$ cat src/design/rcp_pkg.sv
// ----------------------------------------------------------------------------
// rcp_pkg
// Types, constants and helpers shared by the chunk header parser modules.
// ----------------------------------------------------------------------------
`default_nettype none

package rcp_pkg;

  // chunk format codes
  localparam logic [1:0] FMT_FULL     = 2'd0;
  localparam logic [1:0] FMT_NO_SID   = 2'd1;
  localparam logic [1:0] FMT_TS_ONLY  = 2'd2;
  localparam logic [1:0] FMT_NONE     = 2'd3;

  // basic header forms
  localparam logic [1:0] FORM_ONE     = 2'd0;
  localparam logic [1:0] FORM_TWO     = 2'd1;
  localparam logic [1:0] FORM_THREE   = 2'd2;

  localparam logic [5:0]  CSID_SEL_TWO   = 6'd0;
  localparam logic [5:0]  CSID_SEL_THREE = 6'd1;
  localparam logic [16:0] CSID_OFFSET    = 17'd64;
  localparam logic [23:0] TS_ESCAPE      = 24'hffffff;
  localparam logic [4:0]  EXT_TS_BYTES   = 5'd4;

  localparam int unsigned RESULT_BITS = 123;
  localparam int unsigned TDATA_BITS  = 128;

  typedef struct packed {
    logic [7:0] stream_byte;
    logic       restart;
  } rcp_item_t;

  typedef struct packed {
    logic [4:0]  header_bytes;
    logic [31:0] message_stream_id;
    logic [7:0]  message_type;
    logic [23:0] message_length;
    logic        ext_timestamp_used;
    logic [31:0] timestamp_value;
    logic [1:0]  csid_form;
    logic [16:0] chunk_stream_id;
    logic [1:0]  fmt_code;
  } rcp_result_t;

  typedef struct packed {
    logic [4:0]  byte_position;
    logic [1:0]  held_fmt;
    logic [1:0]  held_form;
    logic [16:0] csid_accum;
    logic [31:0] timestamp_accum;
    logic [23:0] length_accum;
    logic [7:0]  type_hold;
    logic [31:0] streamid_accum;
    logic        ext_pending;
    logic        last_ext_flag;
  } rcp_state_t;

  // message header length for each format
  function automatic logic [4:0] msg_len_of_fmt(input logic [1:0] fmt);
    logic [4:0] len;
    case (fmt)
      FMT_FULL:    len = 5'd11;
      FMT_NO_SID:  len = 5'd7;
      FMT_TS_ONLY: len = 5'd3;
      default:     len = 5'd0;
    endcase
    return len;
  endfunction

endpackage

`default_nettype wire

$ cat src/design/rcp_in_stage.sv
// ----------------------------------------------------------------------------
// rcp_in_stage
// Input register of the parser: holds one header byte until the parser takes it.
// ----------------------------------------------------------------------------
`default_nettype none

module rcp_in_stage (
  input  wire logic              clk_i,
  input  wire logic              rst_ni,
  input  wire logic              in_valid_i,
  output logic                   in_ready_o,
  input  wire rcp_pkg::rcp_item_t in_item_i,
  input  wire logic              advance_i,
  output logic                   held_valid_o,
  output rcp_pkg::rcp_item_t     held_item_o
);

  logic               valid_d, valid_q;
  rcp_pkg::rcp_item_t item_q;
  logic               accept;

  assign in_ready_o = !valid_q || advance_i;
  assign accept     = in_valid_i && in_ready_o;

  always_comb begin
    valid_d = valid_q;
    if (accept) begin
      valid_d = 1'b1;
    end else if (advance_i) begin
      valid_d = 1'b0;
    end
  end

  always_ff @(posedge clk_i or negedge rst_ni) begin
    if (!rst_ni) begin
      valid_q <= 1'b0;
    end else begin
      valid_q <= valid_d;
    end
  end

  always_ff @(posedge clk_i) begin
    if (accept) begin
      item_q <= in_item_i;
    end
  end

  assign held_valid_o = valid_q;
  assign held_item_o  = item_q;

endmodule

`default_nettype wire

$ cat src/design/rcp_parser.sv
// ----------------------------------------------------------------------------
// rcp_parser
// Header state registers and the per-byte update; flags a completed header.
// ----------------------------------------------------------------------------
`default_nettype none

module rcp_parser (
  input  wire logic               clk_i,
  input  wire logic               rst_ni,
  input  wire logic               step_i,
  input  wire rcp_pkg::rcp_item_t item_i,
  output logic                    done_o,
  output rcp_pkg::rcp_result_t    result_o
);

  rcp_pkg::rcp_state_t st_q, st_d;

  logic [4:0] p;
  logic [4:0] basic_len;
  logic [4:0] msg_end;
  logic [4:0] q;
  logic [4:0] r;
  logic [4:0] total;
  logic [5:0] p_inc;
  logic [7:0] b;
  logic [1:0] fmt;
  logic [1:0] form;
  logic [16:0] csid;
  logic [31:0] ts;
  logic [23:0] len;
  logic [7:0]  typ;
  logic [31:0] sid;
  logic        ext;
  logic [23:0] ts_shift;

  always_comb begin
    b     = item_i.stream_byte;
    p     = item_i.restart ? 5'd0 : st_q.byte_position;
    fmt   = st_q.held_fmt;
    form  = st_q.held_form;
    csid  = st_q.csid_accum;
    ts    = st_q.timestamp_accum;
    len   = st_q.length_accum;
    typ   = st_q.type_hold;
    sid   = st_q.streamid_accum;
    ext   = st_q.ext_pending;

    // first byte: basic header
    if (p == 5'd0) begin
      fmt = b[7:6];
      if (b[5:0] == rcp_pkg::CSID_SEL_TWO) begin
        form = rcp_pkg::FORM_TWO;
        csid = rcp_pkg::CSID_OFFSET;
      end else if (b[5:0] == rcp_pkg::CSID_SEL_THREE) begin
        form = rcp_pkg::FORM_THREE;
        csid = rcp_pkg::CSID_OFFSET;
      end else begin
        form = rcp_pkg::FORM_ONE;
        csid = {11'd0, b[5:0]};
      end
      ts  = '0;
      len = '0;
      typ = '0;
      sid = '0;
      ext = (fmt == rcp_pkg::FMT_NONE) ? st_q.last_ext_flag : 1'b0;
    end

    basic_len = {3'd0, form} + 5'd1;
    msg_end   = basic_len + rcp_pkg::msg_len_of_fmt(fmt);
    q         = p - basic_len;
    r         = p - msg_end;
    ts_shift  = {ts[15:0], b};

    if (p != 5'd0 && p < basic_len) begin
      if (p == 5'd1) begin
        csid = rcp_pkg::CSID_OFFSET + {9'd0, b};
      end else begin
        csid = csid + {1'b0, b, 8'd0};
      end
    end else if (p >= basic_len && p < msg_end) begin
      if (q < 5'd3) begin
        ts = {8'd0, ts_shift};
        if (q == 5'd2) begin
          ext = (ts_shift == rcp_pkg::TS_ESCAPE);
        end
      end else if (q < 5'd6) begin
        len = {len[15:0], b};
      end else if (q == 5'd6) begin
        typ = b;
      end else begin
        // stream id arrives little endian
        case (q)
          5'd7:    sid = sid | {24'd0, b};
          5'd8:    sid = sid | {16'd0, b, 8'd0};
          5'd9:    sid = sid | {8'd0, b, 16'd0};
          5'd10:   sid = sid | {b, 24'd0};
          default: sid = sid;
        endcase
      end
    end else if (p >= msg_end) begin
      // extended timestamp, big endian
      if (r == 5'd0) begin
        ts = {24'd0, b};
      end else begin
        ts = {ts[23:0], b};
      end
    end

    total  = msg_end + (ext ? rcp_pkg::EXT_TS_BYTES : 5'd0);
    p_inc  = {1'b0, p} + 6'd1;
    done_o = (p_inc >= {1'b0, total});

    result_o.fmt_code           = fmt;
    result_o.chunk_stream_id    = csid;
    result_o.csid_form          = form;
    result_o.timestamp_value    = ts;
    result_o.ext_timestamp_used = ext;
    result_o.message_length     = len;
    result_o.message_type       = typ;
    result_o.message_stream_id  = sid;
    result_o.header_bytes       = p_inc[4:0];

    st_d.held_fmt        = fmt;
    st_d.held_form       = form;
    st_d.csid_accum      = csid;
    st_d.timestamp_accum = ts;
    st_d.length_accum    = len;
    st_d.type_hold       = typ;
    st_d.streamid_accum  = sid;
    st_d.ext_pending     = ext;
    st_d.last_ext_flag   = st_q.last_ext_flag;
    if (done_o) begin
      st_d.byte_position = 5'd0;
      if (fmt != rcp_pkg::FMT_NONE) begin
        st_d.last_ext_flag = ext;
      end
    end else begin
      st_d.byte_position = p_inc[4:0];
    end
  end

  always_ff @(posedge clk_i or negedge rst_ni) begin
    if (!rst_ni) begin
      st_q <= '0;
    end else if (step_i) begin
      st_q <= st_d;
    end
  end

endmodule

`default_nettype wire

$ cat src/design/rtmp_chunk_header_parser.sv
// ----------------------------------------------------------------------------
// rtmp_chunk_header_parser
// Byte-wide chunk header parser with one result per completed header.
// ----------------------------------------------------------------------------
// Takes one header byte per cycle and, on the last byte of each chunk header
// (1 to 18 bytes), presents one result with the decoded format, chunk stream
// id, timestamp, message fields and header length. A byte goes through an
// input register and the parser's combinational update into a result register,
// which is loaded as a header's last byte leaves the input register. The input
// register and the result register decouple the two sides: bytes keep flowing
// at one per cycle while a result is waiting, and only a header completing
// while the previous result is still untaken stalls the input. Driving tuser
// high with a byte discards any partial header and starts a new one there.
`default_nettype none

module rtmp_chunk_header_parser (
  input  wire logic         clk_i,
  input  wire logic         rst_ni,
  input  wire logic         s_axis_tvalid_i,
  output logic              s_axis_tready_o,
  input  wire logic [7:0]   s_axis_tdata_i,   // [7:0] stream_byte
  input  wire logic         s_axis_tuser_i,   // [0] restart
  output logic              m_axis_tvalid_o,
  input  wire logic         m_axis_tready_i,
  // [1:0] fmt_code, [18:2] chunk_stream_id, [20:19] csid_form,
  // [52:21] timestamp_value, [53] ext_timestamp_used, [77:54] message_length,
  // [85:78] message_type, [117:86] message_stream_id, [122:118] header_bytes,
  // [127:123] zero
  output logic [127:0]      m_axis_tdata_o
);

  rcp_pkg::rcp_item_t   in_item;
  rcp_pkg::rcp_item_t   held_item;
  rcp_pkg::rcp_result_t result;
  rcp_pkg::rcp_result_t res_q;
  logic                 held_valid;
  logic                 advance;
  logic                 done;
  logic                 res_valid_d, res_valid_q;

  assign in_item.stream_byte = s_axis_tdata_i;
  assign in_item.restart     = s_axis_tuser_i;

  // only a byte that finishes a header needs the result slot free or being emptied
  assign advance = held_valid && (!done || !res_valid_q || m_axis_tready_i);

  rcp_in_stage u_in_stage (
    .clk_i        (clk_i),
    .rst_ni       (rst_ni),
    .in_valid_i   (s_axis_tvalid_i),
    .in_ready_o   (s_axis_tready_o),
    .in_item_i    (in_item),
    .advance_i    (advance),
    .held_valid_o (held_valid),
    .held_item_o  (held_item)
  );

  rcp_parser u_parser (
    .clk_i    (clk_i),
    .rst_ni   (rst_ni),
    .step_i   (advance),
    .item_i   (held_item),
    .done_o   (done),
    .result_o (result)
  );

  always_comb begin
    res_valid_d = res_valid_q;
    if (advance && done) begin
      res_valid_d = 1'b1;
    end else if (m_axis_tready_i) begin
      res_valid_d = 1'b0;
    end
  end

  always_ff @(posedge clk_i or negedge rst_ni) begin
    if (!rst_ni) begin
      res_valid_q <= 1'b0;
    end else begin
      res_valid_q <= res_valid_d;
    end
  end

  always_ff @(posedge clk_i) begin
    if (advance && done) begin
      res_q <= result;
    end
  end

  assign m_axis_tvalid_o = res_valid_q;
  assign m_axis_tdata_o  = {(rcp_pkg::TDATA_BITS - rcp_pkg::RESULT_BITS)'(0), res_q};

endmodule

`default_nettype wire
$ cat config.mk
export PLATFORM = sky130hd
export DESIGN_NAME = rtmp_chunk_header_parser
export DESIGN_NICKNAME = d
export VERILOG_FILES = /design/src/design/rcp_pkg.sv /design/src/design/rcp_in_stage.sv /design/src/design/rcp_parser.sv /design/src/design/rtmp_chunk_header_parser.sv
export SDC_FILE = /design/constraint.sdc
export NUM_CORES = 1
export LEC_CHECK = 0
export BUFFER_PORTS_ARGS = -buffer_cell sky130_fd_sc_hd__buf_2
export CORE_MARGIN = 2
export CORE_UTILIZATION = 64
export CTS_BUF_LIST = sky130_fd_sc_hd__clkbuf_4
export DETAILED_ROUTE_END_ITERATION = 10
export PLACE_DENSITY = 0.87
export SETUP_SLACK_MARGIN = 0.2
export SLEW_MARGIN = 5
export SYNTH_ARGS = -nofsm -noshare
export SYNTH_HDL_FRONTEND = slang
export SYNTH_SLANG_ARGS = --single-unit
$ cat constraint.sdc
create_clock -name clk_i -period 34.3 [get_ports clk_i]
set_input_delay 3.43 -clock clk_i [delete_from_list [all_inputs] [get_ports clk_i]]
set_output_delay 3.43 -clock clk_i [all_outputs]
set_load 0.02 [all_outputs]
## Yosys cells after proc, flatten, opt, wreduce, memory -nomap -nowiden

Index checks and enable logic that the tools add are counted.
W data, S select, Z words.

- Add/subtract/negate cells: 8
- Bitwise logic cells: 4
- Mux-type cells: 47
- Magnitude comparators: 7
- Equal/unequal tests: 13
- Reductions and logical operators: 19

Operator list:

| kind | number |
|---|---|
| $mux W32 | 12 |
| $pmux W32 S4 | 1 |
| $mux W24 | 5 |
| $mux W17 | 4 |
| $mux W8 | 6 |
| $or A32 B16 Y32 | 1 |
| $or A32 B24 Y32 | 1 |
| $or A32 B32 Y32 | 1 |
| $or A32 B8 Y32 | 1 |
| $eq A24 B24 Y1 const B | 1 |
| $add A17 B16 Y17 | 1 |
| $eq A5 B4 Y1 const B | 3 |
| $pmux W4 S3 | 1 |
| $eq A5 B3 Y1 const B | 2 |
| $ge A5 B5 Y1 | 2 |
| $logic_not A5 Y1 | 2 |
| $lt A5 B5 Y1 | 2 |
| $mux W1 | 10 |
| $mux W5 | 2 |
| $sub A5 B5 Y5 | 2 |
| $add A7 B8 Y9 const A | 1 |
| $mux W2 | 4 |
| $mux W7 | 1 |
| $add A5 B1 Y6 const B | 1 |
| other kinds (21) | 31 |

- Input port bits: 13
- Logic and storage cells: 121
- Bits in registers: 258
- Output and inout bits: 130

## Logic depth before layout (Yosys ltp)

- Depth in word-level cells: 21
- Depth in mapped cells: 36
- Gate-level depth less buffers: 31

## Cells and area by module

From an unflattened synthesis, not the netlist that was laid out.

- Cell total of the unflattened synthesis: 1152
- Area total of the unflattened synthesis: 13132.6 µm²

By module, submodules not included:

| module | cells an instance | times used | area an instance (µm²) | sequential area each (µm²) |
|---|---|---|---|---|
| rcp_parser | 1004 | 1 | 9009.9 | 3103.0 |
| rtmp_chunk_header_parser | 135 | 1 | 3798.6 | 3718.6 |
| rcp_in_stage | 13 | 1 | 324.1 | 295.3 |

## Worst setup path before layout

Ideal clock, no wire load.

- Kind: reg-to-reg
- Start: register u_in_stage.item_q (netlist bit u_in_stage.held_item_o[0])
- End: register res_q (netlist bit m_axis_tdata_o[0]), enable pin
- Setup time: 0.606 ns
- Path buffers: 6
- Stages on the path, launching flop included: 35
- Data arrival time: 11.917 ns
- Path slack: 21.777 ns
- Period minus slack after synthesis: 12.523 ns
- Data required time: 33.694 ns
- Path through: edfxtp_1 > buf_4 > nor2b_1 > inv_1 > ha_1 > o21ai_0 > clkbuf_1 > clkbuf_1 > a22oi_1 > inv_1 > ha_1 > buf_2 > xor2_1 > ha_1 > a21oi_1 > xnor2_1 > inv_1 > ha_1 > and3_1 > o21ai_0 > nand2_1 > a31oi_4 > and4_1 > mux2_2 > ha_1 > ha_1 > inv_1 > ha_1 > or3_1 > o22a_1 > nor2_1 > o21ai_0 > buf_2 > buf_2 > nor2_1

RTL lines:

| element | RTL line | RTL |
|---|---|---|
| from (decl) | rcp_in_stage.sv:19 | `rcp_pkg::rcp_item_t item_q;` |
| from (signal assigned) | rcp_in_stage.sv:44 | `item_q <= in_item_i;` |
| to (signal assigned) | rtmp_chunk_header_parser.sv:86 | `res_q <= result;` |
| to (decl) | rtmp_chunk_header_parser.sv:35 | `rcp_pkg::rcp_result_t res_q;` |

==> impl_metrics.ini <==
[outcome]
run_status = complete, no violations

[pwr]
switching_power_uw = 569
powerDensity_nw_per_um2 = 100
clock_power_share_pct = 19.0
power_switching_share_pct = 42.5
comb_power_share_pct = 42.7
cellLeakagePower_uw = 0.00581
share_seq_of_total_power_pct = 38.3
intPower_uw = 771
irDropWorstVdd_uv = 67.7

[layout]
n_fill_cell = 1171
multi_input_comb_area_sq_um = 4300
share_of_final_layout_standard_cells_stronger_than_drive_strength_1_pct = 25.5
final_design_area_no_fill_sq_um = 13400
area_growth_pct = 13.3
final-instance-count-excl-fill = 1395
final_nets = 1161
ff_latch_area_sq_um = 7120

[yosys]
yosys_register_bits = 258
syn_inst = 973
synth-warning-count = 0
ys.flop_type = sky130_fd_sc_hd__edfxtp_1
synth-seq-area-share_pct = 60.3
count_of_flip_flops_with_a_built_in_enable_after_synthesis = 132
synth_largest_area_cell = sky130_fd_sc_hd__edfxtp_1
synth.avg_cell_area_sq_um = 12.1
post_synthesis_instance_area_sq_um = 11800
synth_top_area_share_pct = 33.6
count_of_different_cell_masters_after_synthesis = 74
post_synth_main_area_contributors = sky130_fd_sc_hd__edfxtp_1, sky130_fd_sc_hd__dfrtp_1, sky130_fd_sc_hd__a22o_1, sky130_fd_sc_hd__nand2_1, sky130_fd_sc_hd__ha_1
postSynth.asyncResetShare_pct = 48.8

[placed_design]
detailed_place.area_sq_um = 12600
place.detailed.instances = 1281
hpwl_um = 17500
dp_slack_ns = 23.00
place.port_buffers = 137
globalplace.congestion = 0.879

[sta]
clock_skew_ns = 0.0429
worst_slack_ns = 22.28
final-max-slew-violation-count = 0
fmaxAchievable_mhz = 83.2
layout_worst_path_cycle_share_pct = 35.0
relSlewSlack_pct = 22.1
totalNegativeSetupSlack_ns = 0
min_period_ns = 12.02
grt_setup_unrepaired = no
setup_viol_count_final = 0
report.final.hold_viol_count = 0
measured_slew_at_the_worst_slew_check_pin_ns = 1.16

[worst_setup_path]
r2r_setup_slack_ns = 25.01
critical-path-top-cell-by-count = sky130_fd_sc_hd__ha_1
critPathRequiredTime_ns = 30.87
crit_slowest_cell = sky130_fd_sc_hd__edfxtp_1
critical_path.max_stage_delay_ns = 0.62
arrival_ns = 8.59
crit_path_start_kind = flip-flop
regToRegEndpoint = u_parser.st_q[2]
worst_setup_path_end_kind = output pin
reg2regPathDepth = 30
timing.rr.start = u_in_stage.held_item_o[0]
path_max_fanout = 73
crit_type = reg2out

[die]
fp.dieArea_sq_um = 19500
initial_core_utilization_pct = 65.5
design.core.area_sq_um = 18000
row_count = 49
num_io_pins = 143
floorplan.die.height_um = 140
dieWidth_um = 140

[global_route]
grt_start_max_net_pins = 74
grt_pass1_vias = 8634
grt_antenna_before_repair = 1
grt_usage_pct = 28.9
grt_first_pass_wirelength_um = 45100
grt.overflow.total = 0

[clock_tree]
cts-hold-fix-buffers = 0
cts_max_level = 2
clockRootBuffer = sky130_fd_sc_hd__clkbuf_4
insertion_delay_ns = 0.70
cts.clk_slew.worst_paths_ns = 0.06
postCtsSetupBuffers = 0
clk_path_buf_depth = 3
cts_num_sinks = 258
cts_buffers = 61
cts_resized = 0
tritoncts = yes

[route]
detail_route.wl_per_cell_um = 20.2
via_count = 8741
detail_route.drc_violations = 0
vias_per_cell = 6.27
finalWirelength_um = 28200
drtIter0Drc = 1005
first_pass_detailed_route_iteration_total = 5
final_antenna_net_count = 0

[worst_hold_path]
hold_path_class = reg2reg
hold-path-cell-count = 2
holdPathEnd = u_parser.st_q[106]
holdCritStartpoint = u_parser.st_q[106]

[run]
maxCapViolCount = 0
## final cells by class
| class | instances | share of cell area, % |
|---|---|---|
| timing repair buffer | 149 | 5.82 |
| tap | 229 | 2.14 |
| inverter | 18 | 0.514 |
| antenna | 1 | 0.0187 |
| clock inverter | 9 | 0.309 |
| multi-input combinational | 627 | 32.2 |
| sequential | 258 | 53.2 |
| clock buffer | 104 | 5.84 |
## power by group through the flow
stage / registers (uW) / logic (uW) / clock network (uW)
global placement: 513 / 553 / 0
detailed placement: 516 / 566 / 0
global route: 523 / 619 / 276
finish: 513 / 572 / 255
floorplan: 623 / 314 / 0
CTS: 514 / 571 / 259
## cell usage in the layout (no fill, tap or decap), drive strengths merged, types with 3 or more instances in the layout
cell	synthesis	layout
a211oi	6	6
o22ai	3	3
or3	3	3
xnor2	7	7
dfrtp	126	126
mux2i	4	4
a21oi	33	33
clkinv	1	9
and2	16	16
buf	42	149
o31ai	3	3
a32o	9	9
nand4	7	7
nor3	6	6
a22o	136	136
ha	31	31
a21o	4	4
nor2b	8	8
nor2	38	38
xor2	10	10
conb	1	5
o21a	6	6
or4	5	5
mux2	14	14
nand3	18	18
o211ai	11	11
clkbuf	32	104
nor4	3	3
o21ai	49	49
nand2b	4	4
nand2	151	151
edfxtp	132	132
and3	9	9
inv	17	18
## flip-flops by register name, summed over array words and instances, names as in the netlist
signal                   count
m_axis_tdata_o             123
m_axis_tvalid_o              1
u_in_stage.held_item_o       9
u_in_stage.held_valid_o      1
u_parser.st_q              124
## per-layer routing
metal	up-vias	wire, um	track usage (%)
met2	475	13500	44.9
met1	4262	11500	40.0
li1	3938	-	-
met3	66	2450	6.99
met4	0	700	11.5
met5	-	0	0
## per-stage QoR
| stage | hold WS (ns) | power, uW | utilization, % |
|---|---|---|---|
| after floorplan | 0.430 | 937 | - |
| after global placement | 0.441 | 1070 | 69.7 |
| after detailed placement | 0.451 | 1080 | 69.7 |
| after CTS | 0.465 | 1340 | 74.2 |
| after global routing | 0.499 | 1420 | 74.2 |
| final | 0.461 | 1340 | 74.2 |
## cells in the mapped netlist, types with 3 or more instances
library cell,instances
sky130_fd_sc_hd__and2_1,15
sky130_fd_sc_hd__o22ai_1,3
sky130_fd_sc_hd__or3_1,3
sky130_fd_sc_hd__nand3_1,18
sky130_fd_sc_hd__xnor2_1,7
sky130_fd_sc_hd__or4_1,4
sky130_fd_sc_hd__dfrtp_1,126
sky130_fd_sc_hd__a32o_1,9
sky130_fd_sc_hd__mux2i_1,4
sky130_fd_sc_hd__clkbuf_1,32
sky130_fd_sc_hd__nand2b_1,3
sky130_fd_sc_hd__xor2_1,9
sky130_fd_sc_hd__o31ai_1,3
sky130_fd_sc_hd__a22o_1,136
sky130_fd_sc_hd__nor2b_1,8
sky130_fd_sc_hd__nand2_1,150
sky130_fd_sc_hd__a21o_1,4
sky130_fd_sc_hd__nor2_1,36
sky130_fd_sc_hd__inv_1,17
sky130_fd_sc_hd__buf_4,10
sky130_fd_sc_hd__a21oi_1,32
sky130_fd_sc_hd__mux2_2,14
sky130_fd_sc_hd__buf_2,28
sky130_fd_sc_hd__ha_1,31
sky130_fd_sc_hd__edfxtp_1,132
sky130_fd_sc_hd__a211oi_1,4
sky130_fd_sc_hd__nand4_1,7
sky130_fd_sc_hd__o21a_1,6
sky130_fd_sc_hd__o21ai_0,46
sky130_fd_sc_hd__nor3_1,4
sky130_fd_sc_hd__and3_1,9
sky130_fd_sc_hd__o211ai_1,11
## critical path: cells and delay by family, from the launching register on
family	cells	cell delay, ns
adders and majority gates	7	1.94
AOI/OAI and AO/OA	8	1.93
and+or+nand+nor	6	1.65
buffers and inverters	5	1.13
DFF	1	0.62
muxes	1	0.39
xor gates and xnor gates	1	0.23
## logic make-up after synthesis
kind of cell	synth area share, %
compound gates	18.2
simple gates	11.1
flops	60.3
buf+inv	3.68
fa+ha+maj	3.62
mux	1.67
xor+xnor	1.32
other cells	0.0318
## worst max-delay path by stage
stage / from / endpoint / slack [ns] / cells after the start
floorplan: u_in_stage.held_item_o[0] / m_axis_tdata_o[0] / 21.78 / 34
global placement: u_in_stage.held_item_o[0] / s_axis_tready_o / 23.26 / 28
detailed placement: u_in_stage.held_item_o[0] / s_axis_tready_o / 23.00 / 28
CTS: u_in_stage.held_item_o[0] / s_axis_tready_o / 22.23 / 28
global route: u_in_stage.held_item_o[0] / s_axis_tready_o / 21.68 / 28
finish: u_in_stage.held_item_o[0] / s_axis_tready_o / 22.28 / 28
Power figures use the tool's default switching activity.
